File: src/hdl/tdsm_pkg.sv
// table driven state machine: shared field widths, command and status codes
// no dependencies
`default_nettype none

package tdsm_pkg;

  localparam int CMD_W    = 3;
  localparam int FIELD_W  = 4;
  localparam int IDX_W    = 7;
  localparam int RANK_W   = 6;
  localparam int STATUS_W = 3;
  localparam int STATE_W  = 5;
  localparam int VALUE_W  = 6;
  localparam int CFG_W    = 5;
  localparam int ENTRY_W  = FIELD_W + 1;

  localparam logic [STATE_W-1:0] NOT_STARTED = 5'd16;
  localparam logic [CFG_W-1:0]   FINAL_NONE  = 5'd16;

  typedef enum logic [CMD_W-1:0] {
    CMD_START   = 3'd0,
    CMD_APPEND  = 3'd1,
    CMD_WRITE   = 3'd2,
    CMD_EXECUTE = 3'd3,
    CMD_COUNT   = 3'd4,
    CMD_FIND    = 3'd5
  } cmd_t;

  typedef enum logic [STATUS_W-1:0] {
    ST_OK        = 3'd0,
    ST_WRONG_RUN = 3'd1,
    ST_RANGE     = 3'd2,
    ST_FULL      = 3'd3,
    ST_NO_EFFECT = 3'd4
  } status_t;

endpackage

`default_nettype wire

File: src/hdl/table_driven_state_machine_top.sv
// programmable table driven state machine: command sequencer, next-state table in ram
// depends on tdsm_pkg and tdsm_ram
//
// usage
//   input words carry one command each (start, append, write at index, execute,
//   count, find nth) and are taken when in_valid is high and in_stall low.
//   every word gives exactly one result word on the out_ channel, taken when
//   out_valid is high and out_stall low. final_state is written through
//   cfg_wr_en / cfg_wr_data; the user must do so only while the block is idle,
//   which the block itself does not enforce. the block handles one word at a
//   time: in_stall is low only in the idle state. start, append, write and
//   rejected commands pass from idle to the finish state, then to the output
//   register; execute first visits the exec state for one registered read of the
//   next-state table. count and find nth read one table column per cycle through
//   the single ram read port, a shared counter and one compare. a finished result
//   waits in the output register while the next word is taken; if the receiver
//   stalls, the sequencer holds the next result until the output register is free.
//   after reset a clearing pass writes every table entry as undefined, one per
//   cycle (NUM_STATES * 2^ceil(log2(NUM_TRANSITIONS)) entries, 512 by default),
//   with in_stall high. the machine starts in the not started state.
`default_nettype none

module table_driven_state_machine_top import tdsm_pkg::*; #(
  parameter int NUM_STATES      = 16,
  parameter int NUM_TRANSITIONS = 32
) (
  input  wire logic                 clk,
  input  wire logic                 rst_n,
  input  wire logic                 cfg_wr_en,
  input  wire logic [CFG_W-1:0]     cfg_wr_data,
  input  wire logic                 in_valid,
  output logic                      in_stall,
  input  wire logic [CMD_W-1:0]     in_command,
  input  wire logic [FIELD_W-1:0]   in_from_state,
  input  wire logic [FIELD_W-1:0]   in_to_state,
  input  wire logic signed [IDX_W-1:0] in_transition_index,
  input  wire logic [RANK_W-1:0]    in_rank,
  output logic                      out_valid,
  input  wire logic                 out_stall,
  output logic [STATUS_W-1:0]       out_status,
  output logic [STATE_W-1:0]        out_current_state,
  output logic                      out_finished,
  output logic                      out_state_entered,
  output logic [VALUE_W-1:0]        out_value
);

  localparam int ROW_W = $clog2(NUM_STATES);
  localparam int COL_W = $clog2(NUM_TRANSITIONS);
  localparam int AW    = ROW_W + COL_W;
  localparam int DEPTH = NUM_STATES * (1 << COL_W);
  localparam int CW    = COL_W + 1;

  typedef enum logic [2:0] {
    S_CLEAR,
    S_IDLE,
    S_EXEC,
    S_SCAN,
    S_FINISH
  } seq_state_t;

  seq_state_t              state_r, state_nxt;
  logic [AW-1:0]           clr_r, clr_nxt;
  logic [CW-1:0]           col_r, col_nxt;
  logic [STATE_W-1:0]      present_r, present_nxt;
  logic [VALUE_W-1:0]      used_r, used_nxt;
  logic [CFG_W-1:0]        final_r, final_nxt;
  logic                    is_find_r, is_find_nxt;
  logic [RANK_W-1:0]       rank_r, rank_nxt;
  status_t                 res_status_r, res_status_nxt;
  logic                    res_entered_r, res_entered_nxt;
  logic [VALUE_W-1:0]      res_value_r, res_value_nxt;
  logic [VALUE_W-1:0]      cnt_r, cnt_nxt;
  logic [VALUE_W-1:0]      found_r, found_nxt;
  logic                    out_valid_r, out_valid_nxt;
  status_t                 out_status_r, out_status_nxt;
  logic [STATE_W-1:0]      out_state_r, out_state_nxt;
  logic                    out_finished_r, out_finished_nxt;
  logic                    out_entered_r, out_entered_nxt;
  logic [VALUE_W-1:0]      out_value_r, out_value_nxt;

  logic                    ram_we;
  logic [AW-1:0]           ram_waddr;
  logic [ENTRY_W-1:0]      ram_wdata;
  logic [AW-1:0]           ram_raddr;
  logic [ENTRY_W-1:0]      ram_rdata;

  logic                    started;
  logic                    from_ok;
  logic                    to_ok;
  logic                    idx_none;
  logic                    idx_col_ok;
  logic                    idx_le_used;
  logic                    can_load;
  logic [VALUE_W-1:0]      scan_col;
  logic [VALUE_W-1:0]      cnt_inc;

  tdsm_ram #(
    .WIDTH (ENTRY_W),
    .DEPTH (DEPTH)
  ) u_table (
    .clk     (clk),
    .wr_en   (ram_we),
    .wr_addr (ram_waddr),
    .wr_data (ram_wdata),
    .rd_addr (ram_raddr),
    .rd_data (ram_rdata)
  );

  assign started     = present_r < STATE_W'(NUM_STATES);
  assign from_ok     = STATE_W'(in_from_state) < STATE_W'(NUM_STATES);
  assign to_ok       = STATE_W'(in_to_state) < STATE_W'(NUM_STATES);
  assign idx_none    = &in_transition_index;
  assign idx_col_ok  = !in_transition_index[IDX_W-1] &&
                       (VALUE_W'(in_transition_index[VALUE_W-1:0]) <
                        VALUE_W'(NUM_TRANSITIONS));
  assign idx_le_used = in_transition_index[VALUE_W-1:0] <= used_r;
  assign can_load    = !out_valid_r || !out_stall;
  assign scan_col    = VALUE_W'(col_r) - VALUE_W'(1);
  assign cnt_inc     = cnt_r + VALUE_W'(1);

  // read address: execute column at accept, scan column otherwise
  always_comb begin
    if (state_r == S_IDLE) begin
      ram_raddr = {present_r[ROW_W-1:0], in_transition_index[COL_W-1:0]};
    end else begin
      ram_raddr = {present_r[ROW_W-1:0], col_r[COL_W-1:0]};
    end
  end

  always_comb begin
    state_nxt        = state_r;
    clr_nxt          = clr_r;
    col_nxt          = col_r;
    present_nxt      = present_r;
    used_nxt         = used_r;
    final_nxt        = cfg_wr_en ? cfg_wr_data : final_r;
    is_find_nxt      = is_find_r;
    rank_nxt         = rank_r;
    res_status_nxt   = res_status_r;
    res_entered_nxt  = res_entered_r;
    res_value_nxt    = res_value_r;
    cnt_nxt          = cnt_r;
    found_nxt        = found_r;
    out_valid_nxt    = out_valid_r && out_stall;
    out_status_nxt   = out_status_r;
    out_state_nxt    = out_state_r;
    out_finished_nxt = out_finished_r;
    out_entered_nxt  = out_entered_r;
    out_value_nxt    = out_value_r;
    ram_we           = 1'b0;
    ram_waddr        = {in_from_state[ROW_W-1:0], used_r[COL_W-1:0]};
    ram_wdata        = {1'b1, in_to_state};

    case (state_r)
      S_CLEAR: begin
        ram_we    = 1'b1;
        ram_waddr = clr_r;
        ram_wdata = '0;
        clr_nxt   = clr_r + AW'(1);
        if (clr_r == AW'(DEPTH - 1)) begin
          state_nxt = S_IDLE;
        end
      end
      S_IDLE: begin
        if (in_valid) begin
          res_status_nxt  = ST_OK;
          res_entered_nxt = 1'b0;
          res_value_nxt   = '0;
          rank_nxt        = in_rank;
          is_find_nxt     = (cmd_t'(in_command) == CMD_FIND);
          state_nxt       = S_FINISH;
          case (cmd_t'(in_command))
            CMD_START: begin
              if (started) begin
                res_status_nxt = ST_WRONG_RUN;
              end else begin
                present_nxt     = '0;
                res_entered_nxt = 1'b1;
              end
            end
            CMD_APPEND: begin
              if (used_r >= VALUE_W'(NUM_TRANSITIONS)) begin
                res_status_nxt = ST_FULL;
              end else if (!from_ok || !to_ok) begin
                res_status_nxt = ST_RANGE;
              end else begin
                ram_we        = 1'b1;
                res_value_nxt = used_r;
                used_nxt      = used_r + VALUE_W'(1);
              end
            end
            CMD_WRITE: begin
              ram_waddr = {in_from_state[ROW_W-1:0], in_transition_index[COL_W-1:0]};
              if (!idx_col_ok || !from_ok || !to_ok) begin
                res_status_nxt = ST_RANGE;
              end else begin
                ram_we = 1'b1;
              end
            end
            CMD_EXECUTE: begin
              if (!started) begin
                res_status_nxt = ST_WRONG_RUN;
              end else if (idx_none) begin
                res_status_nxt = ST_OK;
              end else if (!idx_col_ok || !idx_le_used) begin
                res_status_nxt = ST_RANGE;
              end else begin
                state_nxt = S_EXEC;
              end
            end
            CMD_COUNT, CMD_FIND: begin
              if (!started) begin
                res_status_nxt = ST_WRONG_RUN;
              end else begin
                cnt_nxt   = '0;
                found_nxt = '0;
                col_nxt   = '0;
                state_nxt = S_SCAN;
              end
            end
            default: begin
              res_status_nxt = ST_NO_EFFECT;
            end
          endcase
        end
      end
      S_EXEC: begin
        if (!ram_rdata[ENTRY_W-1]) begin
          res_status_nxt = ST_NO_EFFECT;
        end else begin
          present_nxt     = STATE_W'(ram_rdata[FIELD_W-1:0]);
          res_entered_nxt = 1'b1;
        end
        state_nxt = S_FINISH;
      end
      S_SCAN: begin
        // data of column col_r - 1 arrives while col_r is addressed
        col_nxt = col_r + CW'(1);
        if (col_r != '0) begin
          if (ram_rdata[ENTRY_W-1] && (scan_col < used_r)) begin
            cnt_nxt = cnt_inc;
            if (cnt_inc == rank_r) begin
              found_nxt = scan_col;
            end
          end
        end
        if (col_r == CW'(NUM_TRANSITIONS)) begin
          state_nxt = S_FINISH;
          if (!is_find_r) begin
            res_value_nxt = cnt_nxt;
          end else if ((rank_r == '0) || (rank_r > cnt_nxt)) begin
            res_status_nxt = ST_RANGE;
          end else begin
            res_value_nxt = found_nxt;
          end
        end
      end
      S_FINISH: begin
        if (can_load) begin
          out_valid_nxt    = 1'b1;
          out_status_nxt   = res_status_r;
          out_state_nxt    = present_r;
          out_finished_nxt = started && (present_r == final_r);
          out_entered_nxt  = res_entered_r;
          out_value_nxt    = res_value_r;
          state_nxt        = S_IDLE;
        end
      end
      default: begin
        state_nxt = S_IDLE;
      end
    endcase
  end

  always_ff @(posedge clk) begin
    if (!rst_n) begin
      state_r     <= S_CLEAR;
      clr_r       <= '0;
      present_r   <= NOT_STARTED;
      used_r      <= '0;
      final_r     <= FINAL_NONE;
      out_valid_r <= 1'b0;
    end else begin
      state_r     <= state_nxt;
      clr_r       <= clr_nxt;
      present_r   <= present_nxt;
      used_r      <= used_nxt;
      final_r     <= final_nxt;
      out_valid_r <= out_valid_nxt;
    end
    col_r          <= col_nxt;
    is_find_r      <= is_find_nxt;
    rank_r         <= rank_nxt;
    res_status_r   <= res_status_nxt;
    res_entered_r  <= res_entered_nxt;
    res_value_r    <= res_value_nxt;
    cnt_r          <= cnt_nxt;
    found_r        <= found_nxt;
    out_status_r   <= out_status_nxt;
    out_state_r    <= out_state_nxt;
    out_finished_r <= out_finished_nxt;
    out_entered_r  <= out_entered_nxt;
    out_value_r    <= out_value_nxt;
  end

  assign in_stall          = (state_r != S_IDLE);
  assign out_valid         = out_valid_r;
  assign out_status        = out_status_r;
  assign out_current_state = out_state_r;
  assign out_finished      = out_finished_r;
  assign out_state_entered = out_entered_r;
  assign out_value         = out_value_r;

  a_used_bound: assert property (@(posedge clk) disable iff (!rst_n)
    used_r <= VALUE_W'(NUM_TRANSITIONS))
    else $error("transition count beyond table width");

  a_finished_started: assert property (@(posedge clk) disable iff (!rst_n)
    out_valid_r && out_finished_r |-> out_state_r < STATE_W'(NUM_STATES))
    else $error("finished flag while machine not started");

  a_entered_ok: assert property (@(posedge clk) disable iff (!rst_n)
    out_valid_r && out_entered_r |-> out_status_r == ST_OK)
    else $error("state entered with error status");

  a_value_ok: assert property (@(posedge clk) disable iff (!rst_n)
    out_valid_r && (out_value_r != '0) |-> out_status_r == ST_OK)
    else $error("nonzero value with error status");

  a_hold_result: assert property (@(posedge clk) disable iff (!rst_n)
    (state_r == S_FINISH) && out_valid_r && out_stall |=> state_r == S_FINISH)
    else $error("result overwrote a stalled word");

endmodule

`default_nettype wire

File: src/hdl/tdsm_ram.sv
// generic single write port, single read port ram with registered read data
// no dependencies
`default_nettype none

module tdsm_ram #(
  parameter int WIDTH = 8,
  parameter int DEPTH = 16
) (
  input  wire logic                     clk,
  input  wire logic                     wr_en,
  input  wire logic [$clog2(DEPTH)-1:0] wr_addr,
  input  wire logic [WIDTH-1:0]         wr_data,
  input  wire logic [$clog2(DEPTH)-1:0] rd_addr,
  output logic      [WIDTH-1:0]         rd_data
);

  logic [WIDTH-1:0] mem [DEPTH];
  logic [WIDTH-1:0] rd_data_r;

  always_ff @(posedge clk) begin
    if (wr_en) begin
      mem[wr_addr] <= wr_data;
    end
    rd_data_r <= mem[rd_addr];
  end

  assign rd_data = rd_data_r;

endmodule

`default_nettype wire
File: config.mk
export PLATFORM = sky130hd
export DESIGN_NAME = table_driven_state_machine_top
export DESIGN_NICKNAME = d
export VERILOG_FILES = /design/src/hdl/tdsm_pkg.sv /design/src/hdl/table_driven_state_machine_top.sv /design/src/hdl/tdsm_ram.sv
export SDC_FILE = /design/constraint.sdc
export NUM_CORES = 2
export LEC_CHECK = 0
export BUFFER_PORTS_ARGS = -buffer_cell sky130_fd_sc_hd__buf_2
export CELL_PAD_IN_SITES_DETAIL_PLACEMENT = 1
export CELL_PAD_IN_SITES_GLOBAL_PLACEMENT = 1
export CORE_ASPECT_RATIO = 0.9
export CORE_MARGIN = 10
export CORE_UTILIZATION = 40
export CTS_CLUSTER_SIZE = 8
export DETAILED_ROUTE_END_ITERATION = 6
export GPL_ROUTABILITY_DRIVEN = 0
export PLACE_DENSITY_LB_ADDON = 0.1
export SLEW_MARGIN = 0
export SYNTH_ARGS = -nofsm -noshare
export SYNTH_HDL_FRONTEND = slang
export SYNTH_HIERARCHICAL = 1
export SYNTH_SLANG_ARGS = --single-unit
File: constraint.sdc
create_clock -name clk -period 20.3 [get_ports clk]
set_clock_uncertainty 0.1 [all_clocks]
set_input_delay 2.03 -clock clk [delete_from_list [all_inputs] [get_ports clk]]
set_output_delay 2.03 -clock clk [all_outputs]
set_load 0.01 [all_outputs]
==> results.md <==
- Status: finished with violations
- Failing checks: DRC
- Min-Delay Endpoint: out_value[5]
- Worst slew margin: 19.5%
- Hold Crit Class: flop to flop
- Seq/Total Area, Yosys: 74.6%
- Largest net degree at the start of global routing: between 150 and 200
- Worst Path Required: 20.98 ns
- Ys Warns: 6
- Reg2Reg Setup Slack: 13.52 ns
- Syn_nets: around 5,800
- Final cell count without fillers: 9,535
- Min-Delay Path Depth: 0
- Crit share post-route: between 30% and 40%
- Peak VDD IR: 0.0000717 V
- Root buf cell: clkbuf_16
- Most frequent cells in the layout: edfxtp_1, nor2_1, mux2i_1
- Die height: 508 um
- GRT Total Usage: 20.7%
- CP Launch Type: input pin
- Critical path type: input pin to flop
- Fill cells: 24,395
- Fin. max-slew vios: 0
- Power density over the cells: 95.9 nW/um^2
- Max FO, Critical Path: 52
- DP Cell Count: 9,084
- Final hold viol count: 0
- Final setup viols: 0
- Clk slew on worst S/H paths: 0.05 ns
- DP HPWL: ~180,000 um
- CTS sink count: roughly 2,600
- Row count: 179
- Number of gates resized after CTS: 0
- Initial drt markers: ~5,500
- FF-to-FF path depth: 14
- CTS Buf Count: around 370
- Mapped cell area: 106,000 sq um
- Syn Area/Cell: 18.4 sq um
- Worst R2R End: u_table/rd_data[1]
- Most common cell after layout, fill and taps aside: edfxtp_1
- First-pass GRT wire length: 436,000 um
- Reg power frac: about 52%
- Clock share of power: 47.8%
- Routed vias: 56,032
- Min-delay src: res_value_r[5]
- Leakage Power: 35.1 nW
- Buf+Inv Stages, Crit Path: 6
- Max clock buf depth: 4
- Ports: 52
- Number of synthesized flops with an enable pin: 2,611
- Fmax: about 0.14 GHz
- Total congestion overflow: 0
- Seq cells post-synth: 2,645
- DR pass1 iterations: 7
- Register area: 79,100 sq um
- Cell family with most CP delay: buffers and inverters
- P&R area growth vs syn: 12.9%
- Logic pwr share: 0.5%
- Post-synth ARST share: 0%
- Post-route DRC violation count: 15
- Critical Path AT: 7.71 ns
- Vias/cell: between 5 and 6
- Vias in the first global route: 58,811
- H-Tree Level Count: 5
- Yosys cell types: 80
- Internal power: roughly 0.009 W
- Sw Ratio: between 10% and 20%
- Initial antenna violation count: 21
- Least-Margin Pin Slew: 1.20 ns
- Worst r2r src: state_r[2]
- Final WL: 303,000 um
- Count of hold-fix buffers inserted at cts: 0
- Multi-input logic area: around 25,000 sq um
- Core footprint: 264,000 sq um
- Minimum clock period: 7.03 ns
- Ys flop type: edfxtp_1
- Antenna Nets Post-Route: 0
- Initial Utilization: 40.1%
- Nets: 5,988
- CTS tree: built
- Avg WL per Cell: 31.8 um
- Latest clock arrival within the worst-skew pair: 0.87 ns
- Share of post-route cells with drive strength above 1: roughly 17%
- Mapped Cells: 5,757
- Setup TNS: 0 ns
- CP max stage delay: around 0.88 ns
- Net Sw Power: 0.00223 W
- Chip width: 562 um
- Critical path capture point type: flop
- PortBufs: 51
- Full die area: 286,000 sq um
- RSZ-0062 raised after global routing: no
- Slowest cell on crit path: buf_4
- CP most frequent cell: buf_4
- Max_cap viols: 0
- Critical path, cell by cell: buf_2 -> inv_1 -> o21ai_4 -> buf_4 -> buf_4 -> buf_4 -> buf_4 -> mux2i_1 -> o221ai_1 -> o22ai_1 -> a222oi_1 -> nand3_1 -> and4_1 -> nor4b_2
- Post-CTS Setup Inserts: 0
logic make-up after synthesis:
| logic type | share of synthesized area, % |
|---|---|
| fa+ha+maj | 0.295 |
| flops | 74.6 |
| simple gates | 4.45 |
| compound gates | 4.51 |
| xor+xnor | 0.256 |
| buf+inv | 2.12 |
| mux | 13.7 |
power groups by stage:
| stage | clock network (W) | registers, W | logic (W) |
|---|---|---|---|
| floorplan | 0 | 0.00603 | 0.0000195 |
| global placement | 0 | 0.00603 | 0.0000577 |
| detailed placement | 0 | 0.00603 | 0.0000579 |
| CTS | 0.00562 | 0.00592 | 0.0000581 |
| global route | 0.00584 | 0.00592 | 0.0000597 |
| finish | 0.00548 | 0.00593 | 0.0000578 |
flip-flops by register name, indices dropped and copies added, names as in the netlist, 3 cells and up:
register,count
u_table/mem,2560
clr_r,9
cnt_r,6
col_r,6
found_r,6
out_value,6
rank_r,6
res_value_r,6
used_r,6
final_r,5
out_current_state,5
present_r,5
u_table/rd_data,5
out_status,3
res_status_r,3
state_r,3
metrics by stage:
stage                     util (%)  setup WS [ns]  hold WS (ns)  area, sq um  power, W
after floorplan                  -           3.05         0.300       106000   0.00605
after global placement        41.5          12.24         0.306       110000   0.00609
after detailed placement      41.5          12.24         0.306       110000   0.00609
after CTS                     45.3          13.15         0.315       120000    0.0116
after global routing          45.3          12.84         0.327       120000    0.0118
final                         45.3          13.27         0.324       120000    0.0115
per-layer routing:
layer  up-vias  wire length (um)  global-route usage [%]
met5         -                33                       0
met4         6              7840                    5.52
met3       471             16100                    3.03
met2      1666            141000                    32.4
met1     30247            138000                    30.3
li1      23642                 -                       -
layout make-up:
type	count	share of cell area, %
Timing Repair Buffer	166	1.02
Tap cell	3529	3.69
Clock buffer	435	8.13
Clock inverter	13	0.140
Antenna cell	3	0.00628
Inverter	24	0.0879
Sequential cell	2645	66.1
Multi-Input combinational cell	2720	20.8
synthesized netlist by cell type, types with 22 or more instances:
library cell  number  area share (%)
nand3_1           54            0.26
o21ai_0           57            0.27
a21oi_1          143            0.68
mux2i_1          496             4.7
buf_4             34            0.24
buf_1             25           0.089
o221ai_1         211             1.7
xnor2_1           24            0.20
buf_2             39            0.18
nand2_1          168            0.60
clkbuf_1         206            0.73
buf_6             45            0.48
mux4_2           401             8.5
nor3_1            61            0.29
nor2_1           618             2.2
inv_1             22           0.078
ha_1              25            0.30
edfxtp_1        2611              74
and2_1            30            0.18
o22ai_1          115            0.68
nand4_1           23            0.14
dfxtp_1           34            0.64
how the worst max path moves through the flow:
stage	startpoint	to	cells past startpoint
2_1_floorplan	state_r[2]	u_table/mem[0][0]	5
3_3_place_gp	in_transition_index[0]	u_table/rd_data[4]	14
4_1_cts	in_transition_index[0]	u_table/rd_data[4]	14
5_1_grt	in_transition_index[0]	u_table/rd_data[4]	14
3_5_place_dp	in_transition_index[0]	u_table/rd_data[4]	14
6_report	in_transition_index[0]	u_table/rd_data[1]	14
(Power assumes the default switching activity.)
